`src/design/wsfd_pkg.sv`:
```
// ----------------------------------------------------------------------------
// wsfd_pkg: shared types and constants of the frame deframer
// Result codes, parser phases and the entry passed from the parser to the
// output stage through the queue.
// ----------------------------------------------------------------------------
package wsfd_pkg;

    localparam int LEN_W   = 63;
    localparam int QDEPTH  = 2;
    localparam int QPTR_W  = 1;
    localparam int QCNT_W  = 2;

    localparam logic [1:0] KIND_HEADER  = 2'd0;
    localparam logic [1:0] KIND_PAYLOAD = 2'd1;
    localparam logic [1:0] KIND_ERROR   = 2'd2;

    localparam logic [6:0] LEN_EXT16 = 7'd126;
    localparam logic [6:0] LEN_EXT64 = 7'd127;
    localparam logic [3:0] EXT16_BYTES = 4'd2;
    localparam logic [3:0] EXT64_BYTES = 4'd8;
    localparam logic [3:0] KEY_BYTES   = 4'd4;

    typedef enum logic [5:0] {
        PH_HDR0    = 6'b000001,
        PH_HDR1    = 6'b000010,
        PH_EXTLEN  = 6'b000100,
        PH_KEY     = 6'b001000,
        PH_PAYLOAD = 6'b010000,
        PH_SKIP    = 6'b100000
    } phase_t;

    // one classified result on its way to the output stage
    typedef struct packed {
        logic [1:0]       kind;
        logic [7:0]       hdr;
        logic [LEN_W-1:0] length;
        logic [7:0]       data;
        logic [7:0]       key;
        logic             last;
    } entry_t;

endpackage

```
`src/design/websocket_frame_deframer_core.sv`:
```
// the causing byte's entry is written into the queue and then popped into the output register, which drives out_valid
// throughput: one byte per cycle while the queue is not full, set by the parser step and queue push
// the input stalls only while the two-entry queue is full
// reset (rst_n low, asynchronous): parser waits for a first header byte, queue
// and output register empty
// ----------------------------------------------------------------------------
// websocket_frame_deframer_core: client frame deframer top level
// Parser, entry queue and result stage for a byte stream of masked frames.
// ----------------------------------------------------------------------------
module websocket_frame_deframer_core
(
    input  logic                       clk,
    input  logic                       rst_n,
    input  logic                       in_valid,
    output logic                       in_ready,
    input  logic [7:0]                 rx_byte,
    output logic                       out_valid,
    input  logic                       out_ready,
    output logic [1:0]                 result_kind,
    output logic                       final_fragment,
    output logic [2:0]                 reserved_bits,
    output logic [3:0]                 frame_opcode,
    output logic                       is_control,
    output logic [wsfd_pkg::LEN_W-1:0] frame_length,
    output logic [7:0]                 payload_byte,
    output logic                       last_of_frame
);

    logic             fire;
    logic             push;
    logic             pop;
    logic             q_full;
    logic             q_not_empty;
    wsfd_pkg::entry_t push_entry;
    wsfd_pkg::entry_t q_head;

    assign in_ready = !q_full;
    assign fire     = in_valid && in_ready;

    wsfd_front u_front
    (
        .clk        (clk),
        .rst_n      (rst_n),
        .fire       (fire),
        .rx_byte    (rx_byte),
        .push       (push),
        .push_entry (push_entry)
    );

    wsfd_queue u_queue
    (
        .clk        (clk),
        .rst_n      (rst_n),
        .push       (push),
        .push_entry (push_entry),
        .pop        (pop),
        .full       (q_full),
        .not_empty  (q_not_empty),
        .head       (q_head)
    );

    wsfd_back u_back
    (
        .clk            (clk),
        .rst_n          (rst_n),
        .q_not_empty    (q_not_empty),
        .q_head         (q_head),
        .pop            (pop),
        .out_valid      (out_valid),
        .out_ready      (out_ready),
        .result_kind    (result_kind),
        .final_fragment (final_fragment),
        .reserved_bits  (reserved_bits),
        .frame_opcode   (frame_opcode),
        .is_control     (is_control),
        .frame_length   (frame_length),
        .payload_byte   (payload_byte),
        .last_of_frame  (last_of_frame)
    );

endmodule

```
`src/design/wsfd_front.sv`:
```
// ----------------------------------------------------------------------------
// wsfd_front: header parser
// Walks the frame header byte by byte, tracks the payload count and key
// position, and pushes one classified entry per result into the queue.
// ----------------------------------------------------------------------------
module wsfd_front
(
    input  logic              clk,
    input  logic              rst_n,
    input  logic              fire,
    input  logic [7:0]        rx_byte,
    output logic              push,
    output wsfd_pkg::entry_t  push_entry
);

    wsfd_pkg::phase_t phase_reg, phase_next;
    logic [3:0]                 count_reg, count_next;
    logic [7:0]                 hdr_reg, hdr_next;
    logic                       mask_reg, mask_next;
    logic [wsfd_pkg::LEN_W-1:0] length_reg, length_next;
    logic [wsfd_pkg::LEN_W-1:0] rem_reg, rem_next;
    logic [31:0]                key_reg, key_next;
    logic [1:0]                 kpos_reg, kpos_next;

    logic                       len_done;
    logic                       len_mask;
    logic [wsfd_pkg::LEN_W-1:0] len_val;
    logic                       rem_le1;
    logic [7:0]                 key_byte;

    assign rem_le1 = (rem_reg[wsfd_pkg::LEN_W-1:1] == '0);

    always_comb
    begin
        unique case (kpos_reg)
            2'd0:    key_byte = key_reg[31:24];
            2'd1:    key_byte = key_reg[23:16];
            2'd2:    key_byte = key_reg[15:8];
            default: key_byte = key_reg[7:0];
        endcase
    end

    always_comb
    begin
        phase_next  = phase_reg;
        count_next  = count_reg;
        hdr_next    = hdr_reg;
        mask_next   = mask_reg;
        length_next = length_reg;
        rem_next    = rem_reg;
        key_next    = key_reg;
        kpos_next   = kpos_reg;
        len_done    = 1'b0;
        len_mask    = mask_reg;
        len_val     = length_reg;
        push        = 1'b0;
        push_entry.kind   = wsfd_pkg::KIND_HEADER;
        push_entry.hdr    = hdr_reg;
        push_entry.length = length_reg;
        push_entry.data   = 8'd0;
        push_entry.key    = 8'd0;
        push_entry.last   = 1'b0;

        if (fire)
        begin
            unique case (phase_reg)
                wsfd_pkg::PH_HDR0:
                begin
                    hdr_next   = rx_byte;
                    phase_next = wsfd_pkg::PH_HDR1;
                end
                wsfd_pkg::PH_HDR1:
                begin
                    mask_next = rx_byte[7];
                    len_mask  = rx_byte[7];
                    if (rx_byte[6:0] == wsfd_pkg::LEN_EXT16 ||
                        rx_byte[6:0] == wsfd_pkg::LEN_EXT64)
                    begin
                        length_next = '0;
                        count_next  = (rx_byte[6:0] == wsfd_pkg::LEN_EXT16) ?
                                      wsfd_pkg::EXT16_BYTES : wsfd_pkg::EXT64_BYTES;
                        phase_next  = wsfd_pkg::PH_EXTLEN;
                    end
                    else
                    begin
                        len_val  = {{(wsfd_pkg::LEN_W-7){1'b0}}, rx_byte[6:0]};
                        len_done = 1'b1;
                    end
                end
                wsfd_pkg::PH_EXTLEN:
                begin
                    // bits shifted past bit 62 drop out, length taken mod 2^63
                    length_next = {length_reg[wsfd_pkg::LEN_W-9:0], rx_byte};
                    count_next  = count_reg - 4'd1;
                    if (count_reg == 4'd1)
                    begin
                        len_val  = length_next;
                        len_done = 1'b1;
                    end
                end
                wsfd_pkg::PH_KEY:
                begin
                    key_next   = {key_reg[23:0], rx_byte};
                    count_next = count_reg - 4'd1;
                    if (count_reg == 4'd1)
                    begin
                        kpos_next       = 2'd0;
                        push            = 1'b1;
                        push_entry.kind = wsfd_pkg::KIND_HEADER;
                        push_entry.last = (rem_reg == '0);
                        phase_next      = (rem_reg == '0) ? wsfd_pkg::PH_HDR0 :
                                                            wsfd_pkg::PH_PAYLOAD;
                    end
                end
                wsfd_pkg::PH_PAYLOAD:
                begin
                    kpos_next = kpos_reg + 2'd1;
                    if (rem_reg != '0)
                    begin
                        rem_next = rem_reg - {{(wsfd_pkg::LEN_W-1){1'b0}}, 1'b1};
                    end
                    if (rem_le1)
                    begin
                        phase_next = wsfd_pkg::PH_HDR0;
                    end
                    push            = 1'b1;
                    push_entry.kind = wsfd_pkg::KIND_PAYLOAD;
                    push_entry.data = rx_byte;
                    push_entry.key  = key_byte;
                    push_entry.last = rem_le1;
                end
                wsfd_pkg::PH_SKIP:
                begin
                    if (rem_reg != '0)
                    begin
                        rem_next = rem_reg - {{(wsfd_pkg::LEN_W-1){1'b0}}, 1'b1};
                    end
                    if (rem_le1)
                    begin
                        phase_next = wsfd_pkg::PH_HDR0;
                    end
                end
                default:
                begin
                    phase_next = wsfd_pkg::PH_HDR0;
                end
            endcase

            // payload length known: go for the key or flag an unmasked frame
            if (len_done)
            begin
                length_next = len_val;
                rem_next    = len_val;
                if (len_mask)
                begin
                    phase_next = wsfd_pkg::PH_KEY;
                    count_next = wsfd_pkg::KEY_BYTES;
                end
                else
                begin
                    push              = 1'b1;
                    push_entry.kind   = wsfd_pkg::KIND_ERROR;
                    push_entry.length = len_val;
                    push_entry.last   = (len_val == '0);
                    phase_next        = (len_val == '0) ? wsfd_pkg::PH_HDR0 :
                                                          wsfd_pkg::PH_SKIP;
                end
            end
        end
    end

    always_ff @(posedge clk or negedge rst_n)
    begin
        if (!rst_n)
        begin
            phase_reg  <= wsfd_pkg::PH_HDR0;
            count_reg  <= '0;
            hdr_reg    <= '0;
            mask_reg   <= 1'b0;
            length_reg <= '0;
            rem_reg    <= '0;
            key_reg    <= '0;
            kpos_reg   <= '0;
        end
        else
        begin
            phase_reg  <= phase_next;
            count_reg  <= count_next;
            hdr_reg    <= hdr_next;
            mask_reg   <= mask_next;
            length_reg <= length_next;
            rem_reg    <= rem_next;
            key_reg    <= key_next;
            kpos_reg   <= kpos_next;
        end
    end

endmodule

```
`src/design/wsfd_queue.sv`:
```
// ----------------------------------------------------------------------------
// wsfd_queue: entry queue
// Short fifo between the parser and the output stage so either side can
// stall without stopping the other.
// ----------------------------------------------------------------------------
module wsfd_queue
(
    input  logic              clk,
    input  logic              rst_n,
    input  logic              push,
    input  wsfd_pkg::entry_t  push_entry,
    input  logic              pop,
    output logic              full,
    output logic              not_empty,
    output wsfd_pkg::entry_t  head
);

    wsfd_pkg::entry_t mem [wsfd_pkg::QDEPTH];

    logic [wsfd_pkg::QPTR_W-1:0] wptr_reg, wptr_next;
    logic [wsfd_pkg::QPTR_W-1:0] rptr_reg, rptr_next;
    logic [wsfd_pkg::QCNT_W-1:0] cnt_reg, cnt_next;

    assign full      = (cnt_reg == wsfd_pkg::QCNT_W'(wsfd_pkg::QDEPTH));
    assign not_empty = (cnt_reg != '0);
    assign head      = mem[rptr_reg];

    always_comb
    begin
        wptr_next = push ? wptr_reg + 1'b1 : wptr_reg;
        rptr_next = pop  ? rptr_reg + 1'b1 : rptr_reg;
        cnt_next  = cnt_reg;
        if (push && !pop)
        begin
            cnt_next = cnt_reg + 1'b1;
        end
        else if (pop && !push)
        begin
            cnt_next = cnt_reg - 1'b1;
        end
    end

    always_ff @(posedge clk)
    begin
        if (push)
        begin
            mem[wptr_reg] <= push_entry;
        end
    end

    always_ff @(posedge clk or negedge rst_n)
    begin
        if (!rst_n)
        begin
            wptr_reg <= '0;
            rptr_reg <= '0;
            cnt_reg  <= '0;
        end
        else
        begin
            wptr_reg <= wptr_next;
            rptr_reg <= rptr_next;
            cnt_reg  <= cnt_next;
        end
    end

endmodule

```
`src/design/wsfd_back.sv`:
```
// ----------------------------------------------------------------------------
// wsfd_back: result stage
// Takes queue entries, unmasks payload bytes, splits out the header fields
// and holds the result in the output register until it is taken.
// ----------------------------------------------------------------------------
module wsfd_back
(
    input  logic                       clk,
    input  logic                       rst_n,
    input  logic                       q_not_empty,
    input  wsfd_pkg::entry_t           q_head,
    output logic                       pop,
    output logic                       out_valid,
    input  logic                       out_ready,
    output logic [1:0]                 result_kind,
    output logic                       final_fragment,
    output logic [2:0]                 reserved_bits,
    output logic [3:0]                 frame_opcode,
    output logic                       is_control,
    output logic [wsfd_pkg::LEN_W-1:0] frame_length,
    output logic [7:0]                 payload_byte,
    output logic                       last_of_frame
);

    logic                       valid_reg, valid_next;
    logic [1:0]                 kind_reg;
    logic                       fin_reg;
    logic [2:0]                 rsv_reg;
    logic [3:0]                 op_reg;
    logic                       ctrl_reg;
    logic [wsfd_pkg::LEN_W-1:0] len_reg;
    logic [7:0]                 data_reg;
    logic                       last_reg;

    assign pop = q_not_empty && (!valid_reg || out_ready);

    always_comb
    begin
        valid_next = valid_reg;
        if (pop)
        begin
            valid_next = 1'b1;
        end
        else if (out_ready)
        begin
            valid_next = 1'b0;
        end
    end

    always_ff @(posedge clk or negedge rst_n)
    begin
        if (!rst_n)
        begin
            valid_reg <= 1'b0;
        end
        else
        begin
            valid_reg <= valid_next;
        end
    end

    always_ff @(posedge clk)
    begin
        if (pop)
        begin
            kind_reg <= q_head.kind;
            fin_reg  <= q_head.hdr[7];
            rsv_reg  <= q_head.hdr[6:4];
            op_reg   <= q_head.hdr[3:0];
            ctrl_reg <= q_head.hdr[3];
            len_reg  <= q_head.length;
            data_reg <= q_head.data ^ q_head.key;
            last_reg <= q_head.last;
        end
    end

    assign out_valid      = valid_reg;
    assign result_kind    = kind_reg;
    assign final_fragment = fin_reg;
    assign reserved_bits  = rsv_reg;
    assign frame_opcode   = op_reg;
    assign is_control     = ctrl_reg;
    assign frame_length   = len_reg;
    assign payload_byte   = data_reg;
    assign last_of_frame  = last_reg;

endmodule
```
`config.mk`:
```
export PLATFORM = sky130hd
export DESIGN_NAME = websocket_frame_deframer_core
export DESIGN_NICKNAME = d
export VERILOG_FILES = /design/src/design/wsfd_pkg.sv /design/src/design/websocket_frame_deframer_core.sv /design/src/design/wsfd_front.sv /design/src/design/wsfd_queue.sv /design/src/design/wsfd_back.sv
export SDC_FILE = /design/constraint.sdc
export NUM_CORES = 1
export LEC_CHECK = 0
export ABC_AREA = 0
export BUFFER_PORTS_ARGS = -buffer_cell sky130_fd_sc_hd__buf_4
export CORE_ASPECT_RATIO = 0.75
export CORE_UTILIZATION = 25
export CTS_BUF_LIST = sky130_fd_sc_hd__clkbuf_4 sky130_fd_sc_hd__clkbuf_8
export DETAILED_ROUTE_END_ITERATION = 12
export GPL_ROUTABILITY_DRIVEN = 1
export PLACE_DENSITY = 0.51
export SLEW_MARGIN = 20
export SYNTH_ARGS = -nofsm -noshare
export SYNTH_HDL_FRONTEND = slang
export SYNTH_SLANG_ARGS = --single-unit
```
`constraint.sdc`:
```
create_clock -name clk -period 13.8 [get_ports clk]
set_input_delay 2.07 -clock clk [delete_from_list [all_inputs] [get_ports clk]]
set_output_delay 2.07 -clock clk [all_outputs]
set_load 0.02 [all_outputs]
```
-- After elaboration in Yosys (flattened, before gate mapping)
Memories as Yosys holds them, arrays and structs flattened.
Index checks and enable logic that the tools add are counted.
- memories kept: 1
- latch bits: 0
- register bits after elaboration: 267
- RAM bits: 180
- bits of input ports: 12
- bits in read-only memories: 0
- memory list (memory ; words ; bits a word ; read ports ; clocked after memory_dff ; wr ports ; line ; RTL):
    u_queue.mem ; 2 ; 90 ; 1 ; 0 ; 1 ; wsfd_queue.sv:18 ; wsfd_pkg::entry_t mem [wsfd_pkg::QDEPTH];
- $add $sub $neg: 7
- equal/unequal tests: 17
- reduce and logical (&&, ||, !) cells: 30
- magnitude comparators: 0
- divide/modulo/power cells: 0
- shift-type cells: 0
- bitwise gates (word level): 1
- muxes and demuxes: 54
- $mul: 0
- operators by type and width (operator ; count):
    $mux W63 ; 10
    $pmux W63 S2 ; 2
    $logic_not A63 Y1 ; 2
    $mux W80 ; 1
    $reduce_bool A63 Y1 ; 1
    $sub A63 B1 Y63 const B ; 1
    $logic_not A62 Y1 ; 1
    $mux W6 ; 6
    $pmux W6 S5 ; 1
    $pmux W8 S3 ; 1
    $mux W1 ; 16
    $mux W16 ; 1
    $mux W4 ; 4
    $eq A7 B7 Y1 const B ; 2
    $mux W2 ; 6
    $reduce_bool A2 Y1 ; 6
    $ne A3 B1 Y1 const B ; 3
    $reduce_and A3 Y1 ; 3
    $pmux W4 S2 ; 1
    $xor A8 B8 Y8 ; 1
    $eq A6 B1 Y1 const B ; 1
    $eq A6 B2 Y1 const B ; 1
    $eq A6 B3 Y1 const B ; 1
    $eq A6 B4 Y1 const B ; 1
    other kinds (21) ; 36

-- Logic depth before layout (Yosys ltp)
- depth after elaboration: 11
- depth in mapped cells: 13
- mapped depth without buffers: 13

-- Hierarchy
From an unflattened synthesis, not the netlist that was laid out.
- cells, all modules: 1702
- area total of the unflattened synthesis: 19976.7 µm²
- by module, submodules not included (module ; times used ; seq. area each (µm²) ; area each (µm²) ; cells each):
    wsfd_front ; 1 ; 4480.5 ; 10640.2 ; 1309
    wsfd_queue ; 1 ; 5505.3 ; 6742.7 ; 296
    wsfd_back ; 1 ; 2487.4 ; 2583.7 ; 95
    websocket_frame_deframer_core ; 1 ; 0.0 ; 10.0 ; 2

-- Least setup slack after synthesis
Ideal clock, no wire load.
- path kind: input port to flip-flop
- start: input rx_byte[6]
- end: memory u_queue.mem[1][0] (netlist bit), enable pin
- setup slack: 6.005 ns
- buffers on the path: 0
- data arrival time: 7.246 ns
- stages on the path: 7
- setup time: 0.549 ns
- cells stage by stage: and4_1 and2_0 o21ai_1 nand3_1 inv_1 a21oi_1 nor2b_1
- word-level cells in the longest chain between the ends: 9
- RTL lines (element ; line ; RTL):
    start, declared ; websocket_frame_deframer_core.sv:16 ; input logic [7:0] rx_byte,
    $eq A7 B7 Y1, on equally long branches ; wsfd_front.sv:76, wsfd_front.sv:77 ;
    $logic_or A1 B1 Y1 * ; wsfd_front.sv:76 ; if (rx_byte[6:0] == wsfd_pkg::LEN_EXT16 ||
    $mux W1 * ; wsfd_front.sv:76 ;
    $pmux W1 S2 * ; wsfd_front.sv:66 ; unique case (phase_reg)
    $mux W1 * ; wsfd_front.sv:64 ; if (fire)
    $mux W1 * ; wsfd_front.sv:150 ; if (len_done)
    $mux W1 * ; wsfd_front.sv:64 ;
    $mux W1 * ; wsfd_queue.sv:45 ; if (push)
    $mux W1 (implied by the code) * ; wsfd_queue.sv:47 ; mem[wptr_reg] <= push_entry;
    end, declared ; wsfd_queue.sv:18 ;
Every way passes the cells marked *; elsewhere a longest branch is shown, timed or not. The select of a mux whose other input is x is not followed.

-- Worst setup path after layout
- start: register u_front.phase_reg[5]
- end: memory u_queue.mem[1][33] (netlist bit), enable pin
- word-level cells in the longest chain between the ends: 8
- RTL lines (element ; line ; RTL):
    start, declared ; wsfd_front.sv:16 ; wsfd_pkg::phase_t phase_reg, phase_next;
    start signal, assigned ; wsfd_front.sv:176 ; phase_reg <= wsfd_pkg::PH_HDR0;
    start signal, assigned ; wsfd_front.sv:187 ; phase_reg <= phase_next;
    $eq A6 B2 Y1 ; wsfd_front.sv:66 ;
    $mux W1 ; wsfd_front.sv:66 ;
    $mux W1 ; wsfd_front.sv:64 ;
    $mux W1 ; wsfd_front.sv:154 ; if (len_mask)
    $mux W1 * ; wsfd_front.sv:150 ;
    $mux W1 * ; wsfd_front.sv:64 ;
    $mux W1 * ; wsfd_queue.sv:45 ;
    $mux W1 (implied by the code) * ; wsfd_queue.sv:47 ;
Marked as above.

==> key figures <==
Detailed routing
  – Routed Antenna Nets: 0
  – Via count: 13.85k
  – DRC: 0
  – Routed vias/inst: 4.847
  – Initial drt markers: 1292
  – WL per Instance: 19.30 um
  – Initial DRT Pass Iterations: 5
  – Drt total wl: 55.15 mm

Place
  – HPWL after detailed placement: 35.92 mm
  – GP Congestion: 0.8655
  – Buffers on Ports: 96
  – Placed cell count: 2719

Yosys
  – Largest family of logic cells by synthesized area: simple AND/OR/NAND/NOR gates
  – Top cell type's share of synthesized area: 40.03%
  – Syn Inst Count: 1678
  – Top post-synthesis cells by area: edfxtp_1 40%, dfrtp_1 23%, mux2_2 6.6%
  – Synth Net Count: 1699
  – Adder-Cell Fraction of Synth Area: 0.5730%
  – Syn avg cell area: 11.71 um^2
  – Post-Synth XOR/XNOR Area: 1.025%
  – Leading area contributor after synthesis: edfxtp_1
  – Yosys cell types: 69
  – Complex-gate fraction of the synthesized area: 11.43%
  – Flops & latches, synth: 446
  – Synth top cells by count: 262 x edfxtp_1, 250 x nand2_1, 183 x dfrtp_1
  – EDFF count, synth: 262
  – Yosys warns: 0
  – Primary FF master, synth: edfxtp_1
  – Synthesized area: 0.01965 mm^2
  – Seq/Total Area, Yosys: 63.46%
  – Async set-reset flop share out of synthesis: 41.26%
  – Mux share of post-synthesis cell area: 6.850%
  – Synth Area in Simple Gates: 13.97%
  – Most numerous cell in the Yosys netlist: edfxtp_1

Pwr
  – Reg power frac: 43.7%
  – Switching part of the total power: 33.91%
  – Clock share of power: 29.5%
  – Leak Pwr: 8.907 nW
  – Psw: 0.001446 W
  – Power Internal: 0.002819 W
  – Gate power share: 26.8%
  – Cell Pwr Density: 184.9 mW/mm^2
  – Power, Total: 0.004265 W
  – Peak VDD IR: 0.00009281 V

Cells and area
  – Util after Layout: 29.81%
  – Layout cell share with drive strength beyond 1: 21.90%
  – Post-layout nets: 1783
  – Register bank with the most flops: u_queue.mem
  – Final Non-Filler Cells: 2858
  – FILL cells: 7904
  – Max reg flops: 180
  – Area grow syn2layout: 17.39%

CTS
  – Total CTS buffers: 76
  – CTS max path bufs: 3
  – Setup Buffers After CTS: 0
  – Clock sink total: 446
  – Reg clk slew, reported paths: 0.07 ns
  – Post_cts resized: 0
  – Clk_lat worst skew: 0.66 ns
  – CTS H-Tree Depth: 3
  – CTS tree: done
  – Clock root buffer: clkbuf_8
  – Number of buffers inserted by hold repair at cts: 0

Min path
  – Worst Hold Endpoint: u_queue.mem[0][80]
  – Hold Crit Class: flop to flop
  – Hold path startpoint: u_front.hdr_reg[0]
  – Worst hold path cell count: 0

Global route
  – Initial antenna violation count: 1
  – First-pass GRT wire length: 84.04 mm
  – Total GRT Usage: 13.67%
  – Largest net degree at the start of global routing: 105
  – Total grt overflow: 0
  – Number of global-route vias before repair: 13.51k

Timing
  – TNS Setup: 0 ns
  – Setup violators final: 0
  – Slew @ Worst Pin: 1.001 ns
  – RSZ-0062 raised after global routing: false
  – Fmax: 0.1777 GHz
  – Final hold vios: 0
  – Final worst clock skew: 0.03697 ns
  – Fin crit period: 5.628 ns
  – Hold_ws: 0.4787 ns
  – Final Max Tran Viols: 0
  – Tightest slew margin relative to the limit: 33.30%
  – Fin crit share: 40.78%

Setup path
  – FF-to-FF setup slack: 8.17 ns
  – Critical path peak fanout: 69
  – Depth of the worst register-to-register path: 10
  – Critical Path Start Type: flop
  – Setup crit end kind: flop
  – Critical path class: flop to flop
  – R2r endpoint: u_queue.mem[1][33]
  – CP arrival: 5.89 ns
  – Critical Path RT: 14.06 ns
  – Worst flop-to-flop path startpoint: u_front.phase_reg[5]

Floorplan
  – Die area: 0.07975 mm^2
  – Initial Util: 25.39%
  – Die width: 325.8 um
  – Core area: 0.07740 mm^2
  – I/O pin count: 97
  – Rows: 88
  – Die Y: 244.8 um

Status
  – Status: complete, no violations

Job
  – Max cap viols: 0
-- metrics by stage --
step                cell area, um^2  setup WS (ns)
floorplan                     19650          6.005
finish                        23070          8.172
detailed placement            21460          7.668
CTS                           23070          8.184
global placement              21450          7.810
global route                  23070          7.863
-- layout by cell type (no fill, tap or decap), drive strengths merged, types with 4 or more instances in the layout --
cell and n:
edfxtp 262, nand2 250, dfrtp 183, o21ai 163, mux2 116, buf 116
nor2 116, clkbuf 113, a21oi 71, nand3 66, nor3 40, a22o 36
nor4 35, inv 22, clkinv 18, a22oi 16, and2 16, a31oi 15
xnor2 12, or4 12, xor2 11, a21boi 10, ha 9, or2 9
or3 9, a222oi 8, nand4 7, o21a 7, nor3b 6, nand2b 5
a221oi 5, o22ai 5, a32oi 5, mux2i 4, and3 4, o31ai 4
o22a 4
-- cells by family after synthesis --
family / after synthesis
fa+ha+maj: 9
xor+xnor: 23
compound gates: 366
flops: 446
simple gates: 585
buf+inv: 129
mux: 120
-- layout make-up --
type	count	area [um^2]	share of cell area, %
Inverter	19	72.57	0.3145
Sequential cell	446	12480	54.08
Multi-Input combinational cell	1103	6741	29.22
Clock inverter	25	210.2	0.9111
Timing Repair Buffer	116	874.6	3.791
Antenna cell	1	2.502	0.01085
Clock buffer	113	1399	6.063
Tap cell	1035	1295	5.613
-- worst max path at each step --
stage / startpoint / endpoint / slack [ns] / cells after the start
2_1_floorplan: rx_byte[6] / u_queue.mem[1][0] / 6.00 / 7
3_3_place_gp: rx_byte[6] / u_queue.mem[1][25] / 7.81 / 9
3_5_place_dp: rx_byte[6] / u_queue.mem[0][35] / 7.67 / 9
4_1_cts: u_front.phase_reg[1] / u_queue.mem[0][62] / 8.18 / 10
5_1_grt: u_front.phase_reg[5] / u_queue.mem[1][33] / 7.86 / 10
6_report: u_front.phase_reg[5] / u_queue.mem[1][33] / 8.17 / 10
-- power groups by stage --
stage | sequential [W] | combinational [W] | clock (W)
3_5_place_dp | 0.00189 | 0.00115 | 0
5_1_grt | 0.00189 | 0.00124 | 0.00136
6_report | 0.00186 | 0.00114 | 0.00126
3_3_place_gp | 0.00188 | 0.00114 | 0
4_1_cts | 0.00187 | 0.00115 | 0.00130
2_1_floorplan | 0.00194 | 0.000652 | 0
-- per-layer routing --
layer | GRT usage [%] | vias to the layer above | routed length [um]
met1 | 19.47 | 6890 | 25580
met5 | 0 | - | 0
met3 | 3.435 | 87 | 4171
li1 | - | 6346 | -
met4 | 4.363 | 0 | 1199
met2 | 20.16 | 529 | 24190
-- critical path, stage by stage, from the launching register on --
cell,delay [ns]
dfrtp_1,0.46
or4_1,0.63
nor3_2,0.15
buf_4,0.64
nand2_1,0.34
o21ai_4,0.17
nand3_4,0.45
inv_1,0.48
a21oi_1,0.23
nor2b_4,0.73
buf_4,0.79
Power figures use the tool's default switching activity.
